===== src/rtl/amc_pkg.sv =====
// amc_pkg: types, constants and codes shared by the ARP/MAC cache modules.
// No dependencies.
package amc_pkg;

  // table geometry
  localparam int unsigned ENTRIES = 4;
  localparam int unsigned IDX_W   = (ENTRIES > 2) ? $clog2(ENTRIES) : 1;
  localparam int unsigned IP_W    = 32;
  localparam int unsigned MAC_W   = 48;
  localparam int unsigned ETYPE_W = 16;
  localparam int unsigned SLOT_W  = 2;
  localparam int unsigned STAT_W  = 3;

  localparam logic [ETYPE_W-1:0] IPV4_TYPE = 16'h0800;

  // operation codes
  typedef enum logic {
    OP_LEARN  = 1'b0,
    OP_LOOKUP = 1'b1
  } op_e;

  // result status codes
  typedef enum logic [STAT_W-1:0] {
    ST_HIT     = 3'd0,
    ST_LEARNED = 3'd1,
    ST_MISS    = 3'd2,
    ST_FULL    = 3'd3,
    ST_NOT_IP  = 3'd4
  } status_e;

  // controller states
  typedef enum logic [1:0] {
    S_IDLE,
    S_WALK,
    S_DONE
  } state_e;

  // search token handed from cell to cell
  typedef struct packed {
    logic             valid;
    logic [IP_W-1:0]  ip;
    logic             found;
    logic [IDX_W-1:0] hit_idx;
    logic [MAC_W-1:0] mac;
    logic             have_free;
    logic [IDX_W-1:0] free_idx;
  } amc_tok_t;

  // write-back broadcast to all cells
  typedef struct packed {
    logic             en;
    logic [IDX_W-1:0] idx;
    logic [IP_W-1:0]  ip;
    logic [MAC_W-1:0] mac;
  } amc_wr_t;

endpackage


===== src/rtl/amc_cell.sv =====
// amc_cell: one cache entry plus one stage of the search chain.
// Depends on amc_pkg.
module amc_cell (
  input  logic               clk_i,
  input  logic               rst_ni,
  input  logic [amc_pkg::IDX_W-1:0] idx_i,
  input  amc_pkg::amc_tok_t  tok_i,
  output amc_pkg::amc_tok_t  tok_o,
  input  amc_pkg::amc_wr_t   wr_i
);

  logic                      init_q;
  logic [amc_pkg::IP_W-1:0]  ip_q;
  logic [amc_pkg::MAC_W-1:0] mac_q;
  logic [amc_pkg::IP_W-1:0]  entry_ip;
  logic [amc_pkg::MAC_W-1:0] entry_mac;
  logic                      wr_hit;
  amc_pkg::amc_tok_t         tok_d, tok_q;

  assign wr_hit = wr_i.en && (wr_i.idx == idx_i);

  // until first written, entry 0 is broadcast and the rest are free
  always_comb begin
    if (init_q) begin
      entry_ip  = (idx_i == '0) ? '1 : '0;
      entry_mac = (idx_i == '0) ? '1 : '0;
    end else begin
      entry_ip  = ip_q;
      entry_mac = mac_q;
    end
  end

  always_ff @(posedge clk_i or negedge rst_ni) begin
    if (!rst_ni) begin
      init_q <= 1'b1;
    end else if (wr_hit) begin
      init_q <= 1'b0;
    end
  end

  always_ff @(posedge clk_i) begin
    if (wr_hit) begin
      ip_q  <= wr_i.ip;
      mac_q <= wr_i.mac;
    end
  end

  // compare this entry; a token that already hit passes unchanged
  always_comb begin
    tok_d = tok_i;
    if (tok_i.valid && !tok_i.found) begin
      if (!tok_i.have_free && (entry_ip == '0)) begin
        tok_d.have_free = 1'b1;
        tok_d.free_idx  = idx_i;
      end
      if (entry_ip == tok_i.ip) begin
        tok_d.found   = 1'b1;
        tok_d.hit_idx = idx_i;
        tok_d.mac     = entry_mac;
      end
    end
  end

  always_ff @(posedge clk_i or negedge rst_ni) begin
    if (!rst_ni) begin
      tok_q <= '0;
    end else begin
      tok_q <= tok_d;
    end
  end

  assign tok_o = tok_q;

endmodule


===== src/rtl/arp_mac_cache_unit.sv =====
// arp_mac_cache_unit: IPv4-to-MAC cache built as a chain of entry cells.
// Depends on amc_pkg and amc_cell.
//
//   channel | signals                                          | direction
//   --------+--------------------------------------------------+----------
//   in      | in_valid_i/in_ready_o, op, ether_type, ip, mac   | to block
//   out     | out_valid_o/out_ready_i, status, mac_out, slot   | from block
//
// An IPv4 item walks the cell chain one entry per cycle, through each cell's
// register; the controller then stores the result and loads it into the
// output register. A non-IPv4 item skips the chain. One item is in the chain
// at a time; a new one is taken only in idle. A finished result waits in the
// output register while the next item is taken; a second result waits in the
// done state until the output register frees. Reset puts broadcast in entry 0.
module arp_mac_cache_unit (
  input  logic        clk_i,
  input  logic        rst_ni,
  input  logic        in_valid_i,
  output logic        in_ready_o,
  input  logic        op_i,
  input  logic [15:0] ether_type_i,
  input  logic [31:0] ip_address_i,
  input  logic [47:0] mac_address_i,
  output logic        out_valid_o,
  input  logic        out_ready_i,
  output logic [2:0]  status_o,
  output logic [47:0] mac_out_o,
  output logic [1:0]  slot_o
);

  amc_pkg::state_e           state_q, state_d;
  amc_pkg::amc_tok_t         tok [amc_pkg::ENTRIES+1];
  amc_pkg::amc_wr_t          wr;
  logic                      in_fire;
  logic                      is_ipv4;
  logic                      chain_done;
  logic                      out_free;
  logic                      op_q;
  logic [amc_pkg::MAC_W-1:0] mac_in_q;

  // pending result and output register
  amc_pkg::status_e                res_status_q, res_status_d;
  logic [amc_pkg::MAC_W-1:0]       res_mac_q, res_mac_d;
  logic [amc_pkg::SLOT_W-1:0]      res_slot_q, res_slot_d;
  logic                            out_valid_q;
  amc_pkg::status_e                out_status_q;
  logic [amc_pkg::MAC_W-1:0]       out_mac_q;
  logic [amc_pkg::SLOT_W-1:0]      out_slot_q;
  logic                            out_load;

  assign in_ready_o = (state_q == amc_pkg::S_IDLE);
  assign in_fire    = in_valid_i && in_ready_o;
  assign is_ipv4    = (ether_type_i == amc_pkg::IPV4_TYPE);
  assign chain_done = tok[amc_pkg::ENTRIES].valid;
  assign out_free   = !out_valid_q || out_ready_i;

  // token entering the first cell
  always_comb begin
    tok[0]       = '0;
    tok[0].valid = in_fire && is_ipv4;
    tok[0].ip    = ip_address_i;
  end

  // cell chain
  for (genvar k = 0; k < amc_pkg::ENTRIES; k++) begin : g_cell
    amc_cell u_cell (
      .clk_i  (clk_i),
      .rst_ni (rst_ni),
      .idx_i  (amc_pkg::IDX_W'(k)),
      .tok_i  (tok[k]),
      .tok_o  (tok[k+1]),
      .wr_i   (wr)
    );
  end

  // item fields kept for the end of the walk
  always_ff @(posedge clk_i) begin
    if (in_fire) begin
      op_q     <= op_i;
      mac_in_q <= mac_address_i;
    end
  end

  // controller: next state, result and write-back
  always_comb begin
    state_d      = state_q;
    res_status_d = res_status_q;
    res_mac_d    = res_mac_q;
    res_slot_d   = res_slot_q;
    out_load     = 1'b0;
    wr           = '0;
    wr.idx       = tok[amc_pkg::ENTRIES].free_idx;
    wr.ip        = tok[amc_pkg::ENTRIES].ip;
    wr.mac       = mac_in_q;
    unique case (state_q)
      amc_pkg::S_IDLE: begin
        if (in_fire) begin
          if (is_ipv4) begin
            state_d = amc_pkg::S_WALK;
          end else begin
            res_status_d = amc_pkg::ST_NOT_IP;
            res_mac_d    = '0;
            res_slot_d   = '0;
            state_d      = amc_pkg::S_DONE;
          end
        end
      end
      amc_pkg::S_WALK: begin
        if (chain_done) begin
          state_d    = amc_pkg::S_DONE;
          res_mac_d  = '0;
          res_slot_d = '0;
          if (tok[amc_pkg::ENTRIES].found) begin
            res_status_d = amc_pkg::ST_HIT;
            res_slot_d   = amc_pkg::SLOT_W'(tok[amc_pkg::ENTRIES].hit_idx);
            if (op_q == amc_pkg::OP_LOOKUP) begin
              res_mac_d = tok[amc_pkg::ENTRIES].mac;
            end
          end else if (op_q == amc_pkg::OP_LOOKUP) begin
            res_status_d = amc_pkg::ST_MISS;
          end else if (!tok[amc_pkg::ENTRIES].have_free) begin
            res_status_d = amc_pkg::ST_FULL;
          end else begin
            res_status_d = amc_pkg::ST_LEARNED;
            res_slot_d   = amc_pkg::SLOT_W'(tok[amc_pkg::ENTRIES].free_idx);
            wr.en        = 1'b1;
          end
        end
      end
      amc_pkg::S_DONE: begin
        if (out_free) begin
          out_load = 1'b1;
          state_d  = amc_pkg::S_IDLE;
        end
      end
      default: state_d = amc_pkg::S_IDLE;
    endcase
  end

  always_ff @(posedge clk_i or negedge rst_ni) begin
    if (!rst_ni) begin
      state_q <= amc_pkg::S_IDLE;
    end else begin
      state_q <= state_d;
    end
  end

  always_ff @(posedge clk_i) begin
    res_status_q <= res_status_d;
    res_mac_q    <= res_mac_d;
    res_slot_q   <= res_slot_d;
  end

  // output register
  always_ff @(posedge clk_i or negedge rst_ni) begin
    if (!rst_ni) begin
      out_valid_q <= 1'b0;
    end else if (out_load) begin
      out_valid_q <= 1'b1;
    end else if (out_ready_i) begin
      out_valid_q <= 1'b0;
    end
  end

  always_ff @(posedge clk_i) begin
    if (out_load) begin
      out_status_q <= res_status_q;
      out_mac_q    <= res_mac_q;
      out_slot_q   <= res_slot_q;
    end
  end

  assign out_valid_o = out_valid_q;
  assign status_o    = out_status_q;
  assign mac_out_o   = out_mac_q;
  assign slot_o      = out_slot_q;

endmodule

===== config.mk =====
export PLATFORM = sky130hd
export DESIGN_NAME = arp_mac_cache_unit
export DESIGN_NICKNAME = d
export VERILOG_FILES = /design/src/rtl/amc_pkg.sv /design/src/rtl/amc_cell.sv /design/src/rtl/arp_mac_cache_unit.sv
export SDC_FILE = /design/constraint.sdc
export NUM_CORES = 1
export LEC_CHECK = 0
export BUFFER_PORTS_ARGS = -buffer_cell sky130_fd_sc_hd__buf_2
export CORE_UTILIZATION = 31
export CTS_CLUSTER_SIZE = 10
export DETAILED_ROUTE_END_ITERATION = 7
export PLACE_DENSITY_LB_ADDON = 0.25
export SLEW_MARGIN = 0
export SYNTH_ARGS = -nofsm -noshare
export SYNTH_HDL_FRONTEND = slang
export SYNTH_SLANG_ARGS = --single-unit
export TNS_END_PERCENT = 100

===== constraint.sdc =====
create_clock -name clk_i -period 11.7 [get_ports clk_i]
set_input_delay 0.585 -clock clk_i [delete_from_list [all_inputs] [get_ports clk_i]]
set_output_delay 0.585 -clock clk_i [all_outputs]
set_load 0.01 [all_outputs]

==> results.md <==
* Max-slew violation count at 0
* Root Buffer: clkbuf_16
* Post-DRT Antenna Nets at 0
* First DRT Iteration DRCs at 1268
* RePlAce Congestion at 0.920
* Flip-flop and latch count after synthesis at 824
* RSZ-0062 raised after global routing: no
* Num CTS Buffers at 94
* IO Pins at 156
* CORE AREA at 0.0952 mm^2
* Final Hold Violating Endpoints at 17
* Power Dens Cells at 174 mW/mm^2
* Syn Inst Count at 1854
* Reg2reg setup slack at 7510 ps
* Max Cap Viol at 0
* DRC at 0
* WL/cell at 22.7 um
* Async set or reset register ratio after synthesis at 42.4%
* Register-to-Register Path Depth at 8
* Syn. warnings at 0
* Hold WS at -39.0 ps
* Post-DR vias/cell at 4.77
* Worst slack at placement at 7430 ps
* Min-Delay Path Class: in2async
* Critical Path RT at 12210 ps
* Worst R2R End: g_cell[1].u_cell.tok_o[32]
* TNS Setup at 0 ps
* H-tree depth at 3
* Crit path max fanout at 49
* Drt pass-1 iters at 5
* Yosys top cell area share at 47.8%
* Top cell type by total area after synthesis: edfxtp_1
* Cts repair resizes at 0
* Post-DP HPWL at 48.4 mm
* CTS tree: built
* Rel. slew slack at 24.0%
* R2r startpoint: g_cell[1].u_cell.init_q
* Worst setup SP type: flop
* Worst-Margin Slew at 1140 ps
* Pwr Total at 6.07 mW
* EDFF count, synth at 475
* Synth top area cells: edfxtp_1 (48%), dfrtp_1 (29%), nor2b_1 (3.7%), mux2_2 (3.3%), mux2_1 (2.1%)
* Cell Area, Synth at 0.0298 mm^2
* Post-CTS setup buffers at 0
* Worst-Skew Late Latency at 640 ps
* Kind of critical path: reg2reg
* Signal arrival time at the worst endpoint at 4710 ps
* Die area at 0.0974 mm^2
* Reg clk slew, reported paths at 50 ps
* Port Buffers at 155
* Status: finished, violations left
* Crit end category: flop
* Initial Utilization at 31.3%
* Vias in the first global route at 16519
* Syn_area_per_cell at 16.1 um^2
* Post-synth top flop: edfxtp_1
* Setup WS post-layout at 7510 ps
* Fmax achieved at 0.239 GHz
* Rows at 113
* Syn Nets at 1955
* Largest net degree at the start of global routing at 120
* Post-layout minimum cycle time at 4190 ps
* Clk sinks at 824
* Total GRT Usage at 15.9%
* Final #Nets at 2166
* Die span in x at 312 um
* Vias at 16254
* Post-synthesis sequential area ratio at 77.1%
* Bufs on Longest Clock Path at 3
* Worst VDD drop at 0.101 mV
* Number of distinct library cells after synthesis at 65
* Share of post-route cells with drive strength above 1 at 18.5%
* Failing checks: hold timing
* Initial antenna violation count at 8
* DRT Wirelength at 77.4 mm
* GR Overflow Total at 0
* Fin crit share at 35.8%
* Leak pwr at 13.7 nW
* Final setup fails at 0
* Chip Height at 312 um
* Fin util at 36.7%
* Layout area overhead at 17.0%
* Hold_buf cts at 0
* Clock Skew at 23.7 ps
* First-pass GRT wire length at 114 mm
stage by stage:
stage	hold slack, ps	instance area (um^2)	cells
final	-39.0	34900	3408
after global routing	29.1	34900	3407
after CTS	13.0	34900	3407
after detailed placement	355	32200	3234
after global placement	352	32200	3234
after floorplan	289	29800	1854
sequential cells by signal, summed over array words and instances (netlist names):
signal,flops
res_status_q,3
g_cell.u_cell.init_q,4
res_mac_q,48
res_slot_q,2
status_o,3
op_q,1
g_cell.u_cell.ip_q,128
mac_in_q,48
state_q,2
g_cell.u_cell.tok_o,342
g_cell.u_cell.mac_q,192
slot_o,2
out_valid_o,1
mac_out_o,48
metal layers:
metal / vias to the layer above / GRT usage, % / routed length (um)
met5: - / 0 / 68
met4: 12 / 4.39 / 1670
met3: 146 / 3.48 / 4950
met2: 551 / 23.9 / 34500
met1: 8318 / 23.0 / 36200
li1: 7227 / - / -
cells by family after synthesis:
logic type	synth area share, %
buf+inv	1.68
flops	77.1
simple gates	11.2
xor+xnor	1.03
mux	5.47
compound gates	3.48
power breakdown:
| group | switching (mW) | internal [mW] |
|---|---|---|
| combinational | 0.118 | 0.0498 |
| sequential | 0.0675 | 3.18 |
| clock | 1.12 | 1.53 |
| total | 1.30 | 4.76 |
layout make-up:
type / instances / area [um^2]
Fill cell: 8958 / 60300
Sequential cell: 824 / 23000
Multi-Input combinational cell: 910 / 6370
Clock buffer: 166 / 2660
Tap cell: 1265 / 1580
Timing Repair Buffer: 181 / 993
Inverter: 54 / 203
Clock inverter: 7 / 63.8
Antenna cell: 1 / 2.50
cells in the final DEF, fill, tap and decap left out, drive strengths merged, types with 6 or more instances in the layout:
| cell type | count |
|---|---|
| nor2 | 122 |
| nand2 | 16 |
| nand2b | 20 |
| nand3 | 21 |
| edfxtp | 475 |
| o21ai | 14 |
| a22o | 6 |
| buf | 181 |
| xnor2 | 23 |
| o22ai | 16 |
| a222oi | 6 |
| clkbuf | 166 |
| nor4bb | 14 |
| o32ai | 13 |
| inv | 58 |
| nand4 | 18 |
| dfrtp | 345 |
| xor2 | 12 |
| nor2b | 174 |
| a21oi | 15 |
| mux2 | 144 |
| nor3 | 78 |
| a31oi | 20 |
| a21o | 6 |
| nor4 | 43 |
| and2 | 52 |
worst max-delay path, stage by stage, from the launching register on:
cell     delay [ps]
dfstp_2        1130
buf_4           640
nor4b_1         390
nand3_1         110
a21bo_2         220
nand4_1         140
nor4_4          170
buf_4           670
mux2_2          420
Yosys cell counts, drive strengths merged (20+ instances only):
library cell,n
edfxtp,475
dfrtp,345
nor2b,174
mux2,144
nor2,122
nor3,78
inv,54
and2,52
nor4,43
clkbuf,35
buf,31
xnor2,23
nand3,21
a31oi,20
nand2b,20
how the worst max path moves through the flow:
stage	from	slack, ps	cells after the start	endpoint
after global placement	g_cell[2].u_cell.init_q	7440	8	g_cell[2].u_cell.tok_o[44]
after floorplan	state_q[1]	4700	5	g_cell[0].u_cell.ip_q[0]
after global routing	g_cell[2].u_cell.init_q	7170	8	g_cell[2].u_cell.tok_o[48]
final	g_cell[1].u_cell.init_q	7510	8	g_cell[1].u_cell.tok_o[32]
after detailed placement	g_cell[2].u_cell.init_q	7430	8	g_cell[2].u_cell.tok_o[31]
after CTS	g_cell[2].u_cell.init_q	7420	8	g_cell[2].u_cell.tok_o[48]
No activity file was read; power rests on OpenSTA's default activity.
